**src/design/sbda_pkg.sv**
```systemverilog
// sbda_pkg: constants for the signed binary to decimal ascii converter
// no dependencies
package sbda_pkg;
  localparam logic [6:0] CHAR_ZERO  = 7'd48;
  localparam logic [6:0] CHAR_MINUS = 7'd45;
  localparam logic [3:0] RADIX      = 4'd10;
endpackage

```
**src/design/signed_binary_to_decimal_ascii.sv**
```systemverilog
// signed binary to decimal ascii: one signed word in, its decimal text out
// pipeline: sign stage, then one double-dabble stage per magnitude bit, then an
// emit stage that walks the bcd digits one character per cycle while stall_i is low.
// an item leaves as 1 to 11 characters at 32 bits, one character per transfer,
// set by the single output port
// reset clears all valid bits and the emit counter; payload registers are not reset
module signed_binary_to_decimal_ascii #(
  parameter int WORD_BITS = 32
) (
  input  logic        clk_i,
  input  logic        rst_ni,
  input  logic        valid_i,
  output logic        stall_o,
  input  logic [31:0] value_i,
  output logic        valid_o,
  input  logic        stall_i,
  output logic [6:0]  character_o,
  output logic        last_o
);
  import sbda_pkg::*;

  // digits needed for 2^(WORD_BITS-1): floor(WORD_BITS*log10(2)) + 1 bound
  localparam int NDIG = (WORD_BITS * 1233) / 4096 + 1;
  localparam int BW   = 4 * NDIG;
  localparam int CW   = $clog2(NDIG + 1);
  localparam int NS   = WORD_BITS + 1;

  logic [WORD_BITS-1:0] raw;
  assign raw = WORD_BITS'(value_i);

  // pipeline registers: stage 0 holds magnitude, stage k has shifted k bits
  logic [NS-1:0]        v_q;
  logic [NS-1:0]        neg_q;
  logic [WORD_BITS-1:0] mag_q [NS];
  logic [BW-1:0]        bcd_q [NS];
  logic [NS-1:0]        adv;

  // emit stage
  logic          ev_q;
  logic          eneg_q;
  logic [BW-1:0] ebcd_q;
  logic [CW-1:0] epos_q;
  logic          esign_q;
  logic          done;

  assign done = ev_q && !stall_i && (esign_q == 1'b0) && (epos_q == '0);

  // a stage moves when the one ahead is empty or also moving
  always_comb begin
    adv[NS-1] = !v_q[NS-1] || ((!ev_q || done));
    for (int k = NS - 2; k >= 0; k--) begin
      adv[k] = !v_q[k] || adv[k+1];
    end
  end
  assign stall_o = !adv[0];

  // double dabble step: add 3 to digits >= 5, then shift in one bit
  function automatic logic [BW-1:0] dabble(input logic [BW-1:0] b, input logic bit_in);
    logic [BW-1:0] t;
    t = b;
    for (int d = 0; d < NDIG; d++) begin
      if (t[4*d +: 4] >= 4'd5) t[4*d +: 4] = t[4*d +: 4] + 4'd3;
    end
    return {t[BW-2:0], bit_in};
  endfunction

  // stage control
  always_ff @(posedge clk_i or negedge rst_ni) begin
    if (!rst_ni) begin
      v_q <= '0;
    end else begin
      if (adv[0]) v_q[0] <= valid_i;
      for (int k = 1; k < NS; k++) begin
        if (adv[k]) v_q[k] <= v_q[k-1];
      end
    end
  end

  // stage data
  always_ff @(posedge clk_i) begin
    if (adv[0]) begin
      neg_q[0] <= raw[WORD_BITS-1];
      mag_q[0] <= raw[WORD_BITS-1] ? (~raw + 1'b1) : raw;
      bcd_q[0] <= '0;
    end
    for (int k = 1; k < NS; k++) begin
      if (adv[k]) begin
        neg_q[k] <= neg_q[k-1];
        mag_q[k] <= {mag_q[k-1][WORD_BITS-2:0], 1'b0};
        bcd_q[k] <= dabble(bcd_q[k-1], mag_q[k-1][WORD_BITS-1]);
      end
    end
  end

  // highest nonzero digit of the finished bcd word
  logic [CW-1:0] top;
  always_comb begin
    top = '0;
    for (int d = 1; d < NDIG; d++) begin
      if (bcd_q[NS-1][4*d +: 4] != 4'd0) top = CW'(d);
    end
  end

  // emit one character per transfer, sign first then digits downward
  logic load;
  assign load = v_q[NS-1] && (!ev_q || done);
  always_ff @(posedge clk_i or negedge rst_ni) begin
    if (!rst_ni) begin
      ev_q    <= 1'b0;
      epos_q  <= '0;
      esign_q <= 1'b0;
    end else if (load) begin
      ev_q    <= 1'b1;
      epos_q  <= top;
      esign_q <= neg_q[NS-1];
    end else if (ev_q && !stall_i) begin
      if (done) ev_q <= 1'b0;
      else if (esign_q) esign_q <= 1'b0;
      else epos_q <= epos_q - 1'b1;
    end
  end

  always_ff @(posedge clk_i) begin
    if (load) begin
      ebcd_q <= bcd_q[NS-1];
      eneg_q <= neg_q[NS-1];
    end
  end

  logic [3:0] dig;
  assign dig         = ebcd_q[4*epos_q[$clog2(NDIG)-1:0] +: 4];
  assign valid_o     = ev_q;
  assign character_o = esign_q ? CHAR_MINUS : (CHAR_ZERO + {3'd0, dig});
  assign last_o      = !esign_q && (epos_q == '0);

  // assertions
  a_dig_range: assert property (@(posedge clk_i) disable iff (!rst_ni)
    valid_o && !esign_q |-> dig < RADIX) else $error("bcd digit out of range");
  a_sign_neg: assert property (@(posedge clk_i) disable iff (!rst_ni)
    valid_o && esign_q |-> eneg_q) else $error("minus sign on positive value");
  a_hold: assert property (@(posedge clk_i) disable iff (!rst_ni)
    valid_o && stall_i |=> valid_o && $stable(character_o) && $stable(last_o))
    else $error("stalled output changed");
endmodule
```
**config.mk**
```make
export PLATFORM = sky130hd
export DESIGN_NAME = signed_binary_to_decimal_ascii
export DESIGN_NICKNAME = d
export VERILOG_FILES = /design/src/design/sbda_pkg.sv /design/src/design/signed_binary_to_decimal_ascii.sv
export SDC_FILE = /design/constraint.sdc
export NUM_CORES = 2
export LEC_CHECK = 0
export BUFFER_PORTS_ARGS = -buffer_cell sky130_fd_sc_hd__buf_2
export CORE_MARGIN = 1
export CORE_UTILIZATION = 57
export DETAILED_ROUTE_END_ITERATION = 7
export PLACE_DENSITY = 0.86
export SLEW_MARGIN = 40
export SYNTH_ARGS = -nofsm -noshare
export SYNTH_HDL_FRONTEND = slang
export SYNTH_SLANG_ARGS = --single-unit
```
**constraint.sdc**
```tcl
create_clock -name clk_i -period 4.4 [get_ports clk_i]
set_input_delay 0.22 -clock clk_i [delete_from_list [all_inputs] [get_ports clk_i]]
set_output_delay 0.22 -clock clk_i [all_outputs]
set_load 0.01 [all_outputs]
```
# Word-level counts from Yosys, hierarchy flattened
# Memory sizes are Yosys's and may differ from the RTL's.
# Cells that the tools add are included.
[word_totals] regBits=112 ram_bits=2376 out_inout_bits=10 elab_cells=1538 memories=2
[classes] addsub=323 n_lt_le_gt_ge=320 eq_ne=2 shifts=1 n_mux=727 bitwise=2 n_reduce_logical=91
[mem_list] memory="bcd_q" depth=33 width=40 read_ports=33 rd_clocked_by_memory_dff=0 wr=33 line_no="signed_binary_to_decimal_ascii.sv:35" text="logic [BW-1:0] bcd_q [NS];"
[mem_list] memory="mag_q" depth=33 width=32 read_ports=32 rd_clocked_by_memory_dff=0 wr=33 line_no="signed_binary_to_decimal_ascii.sv:34" text="logic [WORD_BITS-1:0] mag_q [NS];"
[ops] op="4-bit 2-to-1 mux" count=588
[ops] op="4-bit by 3-bit greater-or-equal comparator with 1-bit output (second input constant)" count=320
[ops] op="4-bit by 2-bit adder with 4-bit output (second input constant)" count=288
[ops] op="3-bit 2-to-1 mux" count=64
[ops] op="3-bit by 2-bit adder with 3-bit output (second input constant)" count=32
[ops] op="1-bit 2-to-1 mux" count=73
[ops] op="40-bit by 7-bit indexed part select with 4-bit output" count=1
[ops] op="1-bit logical NOT" count=37
[ops] op="4-bit nonzero test" count=9
[ops] op="1-bit logical OR" count=34
[ops] op="32-bit by 1-bit adder with 32-bit output (second input constant)" count=1
[ops] op="32-bit 2-to-1 mux" count=1
[ops] op="32-bit NOT" count=1
[ops] op="6-bit by 4-bit adder with 7-bit output (first input constant)" count=1
[ops] op="7-bit 2-to-1 mux" count=1
[ops] op="1-bit logical AND" count=5
[ops] op="4-bit logical NOT" count=1
[ops] op="2-bit by 1-bit inequality test with 1-bit output (second input constant)" count=2
[ops] op="2-bit AND reduction" count=2
[ops] op="2-bit nonzero test" count=2
[ops] op="4-bit by 1-bit subtractor with 4-bit output (second input constant)" count=1
[ops] op="3-bit AND reduction" count=1
[ops] op="1-bit NOT" count=1

# Logic depth before layout (Yosys ltp)
[depth] ltp_word=40 depth_mapped=10 ltp_nobuf=7

# Worst setup path after synthesis
# Ideal clock, no wire load.
[synth_path] path_kind="flip-flop to flip-flop" start="register epos_q[0]" end="memory bcd_q[0][40] in the netlist's numbering, enable pin" arrival_time_ps=3744 path_slack_ps=16 stages_incl_launch_ff=11 synth_period_minus_slack_ps=4384 path_cell_list="dfrtp_1 > clkbuf_1 > buf_2 > inv_1 > ha_1 > nor3b_1 > a2111o_1 > buf_2 > nor4_4 > buf_4 > nand4_1"
[synth_rtl] element="start: declaration" line_no="signed_binary_to_decimal_ascii.sv:42" text="logic [CW-1:0] epos_q;"
[synth_rtl] element="start signal: assignment" line_no="signed_binary_to_decimal_ascii.sv:114" text="epos_q <= top;"
[synth_rtl] element="start signal: assignment" line_no="signed_binary_to_decimal_ascii.sv:119" text="else epos_q <= epos_q - 1'b1;"
[synth_rtl] element="end: declaration" line_no="signed_binary_to_decimal_ascii.sv:35"

# Final worst setup path
[layout_path] start="register epos_q[1]" end="output stall_o"
[layout_via] elab_chain_cells=37
[layout_lines] element="4-bit logical NOT" line_no="signed_binary_to_decimal_ascii.sv:46" text="assign done = ev_q && !stall_i && (esign_q == 1'b0) && (epos_q == '0);"
[layout_lines] element="1-bit logical AND" line_no="signed_binary_to_decimal_ascii.sv:46"
[layout_lines] element="1-bit logical OR (2 in series)" line_no="signed_binary_to_decimal_ascii.sv:50" text="adv[NS-1] = !v_q[NS-1] || ((!ev_q || done));"
[layout_lines] element="1-bit logical OR (32 in series)" line_no="signed_binary_to_decimal_ascii.sv:52" text="adv[k] = !v_q[k] || adv[k+1];"
[layout_lines] element="1-bit logical NOT" line_no="signed_binary_to_decimal_ascii.sv:55" text="assign stall_o = !adv[0];"
[layout_lines] element="end: declaration" line_no="signed_binary_to_decimal_ascii.sv:13" text="output logic stall_o,"
# No other way between the ends.

==> impl_metrics.csv <==
group,metric,value,unit
clock_tree,root_buffer,"clkbuf_16",
timing,fmaxAchievable,254,MHz
floorplanning,dieArea,100000,µm²
pwr,p_per_area,473,nW/µm²
clock_tree,cts_resized,0,
placed_design,dp.final_hpwl,62900,µm
timing,max_slew_margin,42.7,%
detailed_routing,ant_nets,0,
setup_path,worstSetupEndpointType,"primary output",
grt,grt_pass1_vias,32300,
yosys,synth.cell_area,56600,µm²
setup_path,cp-startpoint,"epos_q[1]",
pwr,leakagePower,23.8,nW
placed_design,gp_congestion,0.827,
clock_tree,clock-sinks,1320,
layout,fin_util,64.2,%
yosys,syn_nets,4413,
setup_path,crit_chain,"inv_1 -> ha_1 -> nor3b_1 -> a2111o_2 -> nor4_4 -> buf_4 -> and3_1 -> buf_2",
layout,syn2layout_area_growth,11.6,%
grt,grt_pass1_wl,159000,µm
timing,hold_violations,0,
setup_path,reg2reg_slack,0.71,ns
layout,final_common_cell,"edfxtp_1",
timing,skew,0.0281,ns
detailed_routing,vias_per_cell,5.45,
detailed_routing,drc_errors,0,
setup_path,cp_data_arrival_time,3.72,ns
setup_path,cp.required,4.18,ns
setup_path,r2r_end,"bcd_q[0][1047]",
placed_design,placed_cells,5406,
timing,rsz0062_at_grt,"false",
timing,worst_pin_slew,0.853,ns
flow_run,drv_cap,0,
layout,drive_gt1_share,6.80,%
yosys,async_flop_share,2.95,%
layout,final_cells,5683,
clock_tree,clk_latency,0.73,ns
clock_tree,cts_tree,"built",
detailed_routing,wl_per_cell,17.3,µm
yosys,synth_seq_area_share,69.7,%
placed_design,port_buffers,43,
layout,fin_nets,4654,
timing,finalSetupTns,0,ns
detailed_routing,drt-total-wl,98600,µm
yosys,synth_edf_count,1281,
setup_path,crit_path_start_kind,"register",
floorplanning,row_count,115,
setup_path,crit_fanout,12,
floorplanning,die_w,317,µm
clock_tree,cts_buffers,130,
setup_path,r2r_cells,9,
setup_path,crit_path_top_delay_cell,"dfrtp_1",
timing,finalSetupViolations,0,
detailed_routing,drt_iter0_drc,2119,
setup_path,path_class,"register to primary output",
clock_tree,hold_buffers,46,
grt,grt.overflow.total,0,
setup_path,r2r_start,"epos_q[0]",
grt,grt_usage,20.2,%
yosys,ys_types,60,
floorplanning,ios,46,
timing,report.final.slew_viol_count,0,
grt,grt_max_degree,46,
pwr,ir_drop,494,µV
clock_tree,h-tree-depth,4,
min_path,min_path_type,"primary input to asynchronous set/reset pin",
clock_tree,path_clk_slew,0.06,ns
setup_path,max_stage_delay,0.62,ns
yosys,synth.ff_latch_count,1320,
layout,final_cell_mix,"1281 x edfxtp_1, 609 x nand2_1, 337 x inv_1",
floorplanning,initial_core_util,57.5,%
yosys,synth_area_per_cell,13.9,µm²
yosys,synth_flop_cell,"edfxtp_1",
floorplanning,die_h,317,µm
timing,min_period,3.94,ns
outcome,outcome,"complete, no violations",
timing,fin_crit_sh,89.5,%
detailed_routing,vias,31000,
yosys,ys_warn_count,0,
floorplanning,core,98300,µm²
timing,holdWs,0.0550,ns
yosys,synth_cells,4057,
clock_tree,cts_max_path_buffers,3,
clock_tree,postCtsSetupBuffers,0,
detailed_routing,firstDrtPassIters,6,
grt,antenna_found_initial,1,
==> through the flow <==
step | area (µm²) | power [mW] | worst slack, ns
finish | 63100 | 29.8 | 0.462
global route | 63100 | 30.9 | 0.292
CTS | 63100 | 30.0 | 0.182
detailed placement | 58600 | 19.3 | 0.744
global placement | 58600 | 19.0 | 0.872
floorplan | 56600 | 18.3 | 0.0159
==> critical path, delay by kind of cell, from the launching register on <==
kind	cells	cell delay (ns)
flops	1	0.62
fa+ha+maj	1	0.22
compound gates	1	0.61
buf+inv	3	0.57
simple gates	3	0.95
==> synthesized netlist by cell type (13+ instances only) <==
library cell / instances / area share, %
nor2_1: 168 / 1.1
o21ai_0: 314 / 2.8
dfrtp_1: 39 / 1.7
mux2i_1: 156 / 2.8
inv_1: 337 / 2.2
nand2b_1: 298 / 3.3
nand3_1: 17 / 0.15
xnor2_1: 184 / 2.8
edfxtp_1: 1281 / 68
ha_1: 320 / 7.1
a21oi_1: 169 / 1.5
nor4_1: 13 / 0.14
nand2_1: 609 / 4.0
==> registers in the layout (all words and copies together), names as in the netlist <==
signal and cells:
v_q 33, valid_o 1, epos_q 4, esign_q 1
mag_q 528, ebcd_q 40, neg_q 33, bcd_q 680
==> logic make-up (layout without fill, tap and decap cells) <==
group	Yosys count	after routing	synth area share, %
muxes	168	168	3.16
buffers and inverters	356	694	2.42
adders and majority gates	320	320	7.08
DFF	1320	1320	69.7
AOI/OAI and AO/OA	546	546	5.28
and+or+nand+nor	1161	1161	9.46
xor gates and xnor gates	184	184	2.85
other	2	3	0.0133
==> layout make-up <==
cell class                      instances  area (µm²)
Fill cell                            6266       35200
Antenna cell                            1        2.50
Clock inverter                         64         581
Inverter                              337        1260
Tap cell                             1287        1610
Timing Repair Buffer                  128         971
Clock buffer                          165        3460
Sequential cell                      1320       39400
Multi-Input combinational cell       2381       15800
==> how the worst max path moves through the flow <==
stage / endpoint / slack (ns) / depth (start not counted)
after global routing: stall_o / 0.29 / 9
final: stall_o / 0.46 / 8
after floorplan: bcd_q[0][40] / 0.02 / 10
after global placement: bcd_q[0][1004] / 0.87 / 9
after CTS: stall_o / 0.18 / 7
after detailed placement: bcd_q[0][1047] / 0.74 / 9
==> layer usage <==
metal | up-vias | wire length, µm | global-route usage (%)
met5 | - | 0 | 0
met4 | 0 | 3080 | 7.62
met3 | 214 | 3980 | 3.25
met2 | 816 | 54300 | 38.6
met1 | 15100 | 37200 | 22.3
li1 | 14800 | - | -
==> where the power goes <==
group | leakage [nW] | total (mW) | switching [mW] | internal, mW
Combinational | 9.80 | 2.65 | 1.72 | 0.932
Clock | 1.96 | 10.6 | 4.58 | 6.05
Sequential | 12.0 | 16.5 | 0.719 | 15.8
Note: power is estimated with default switching activity, not from simulation.
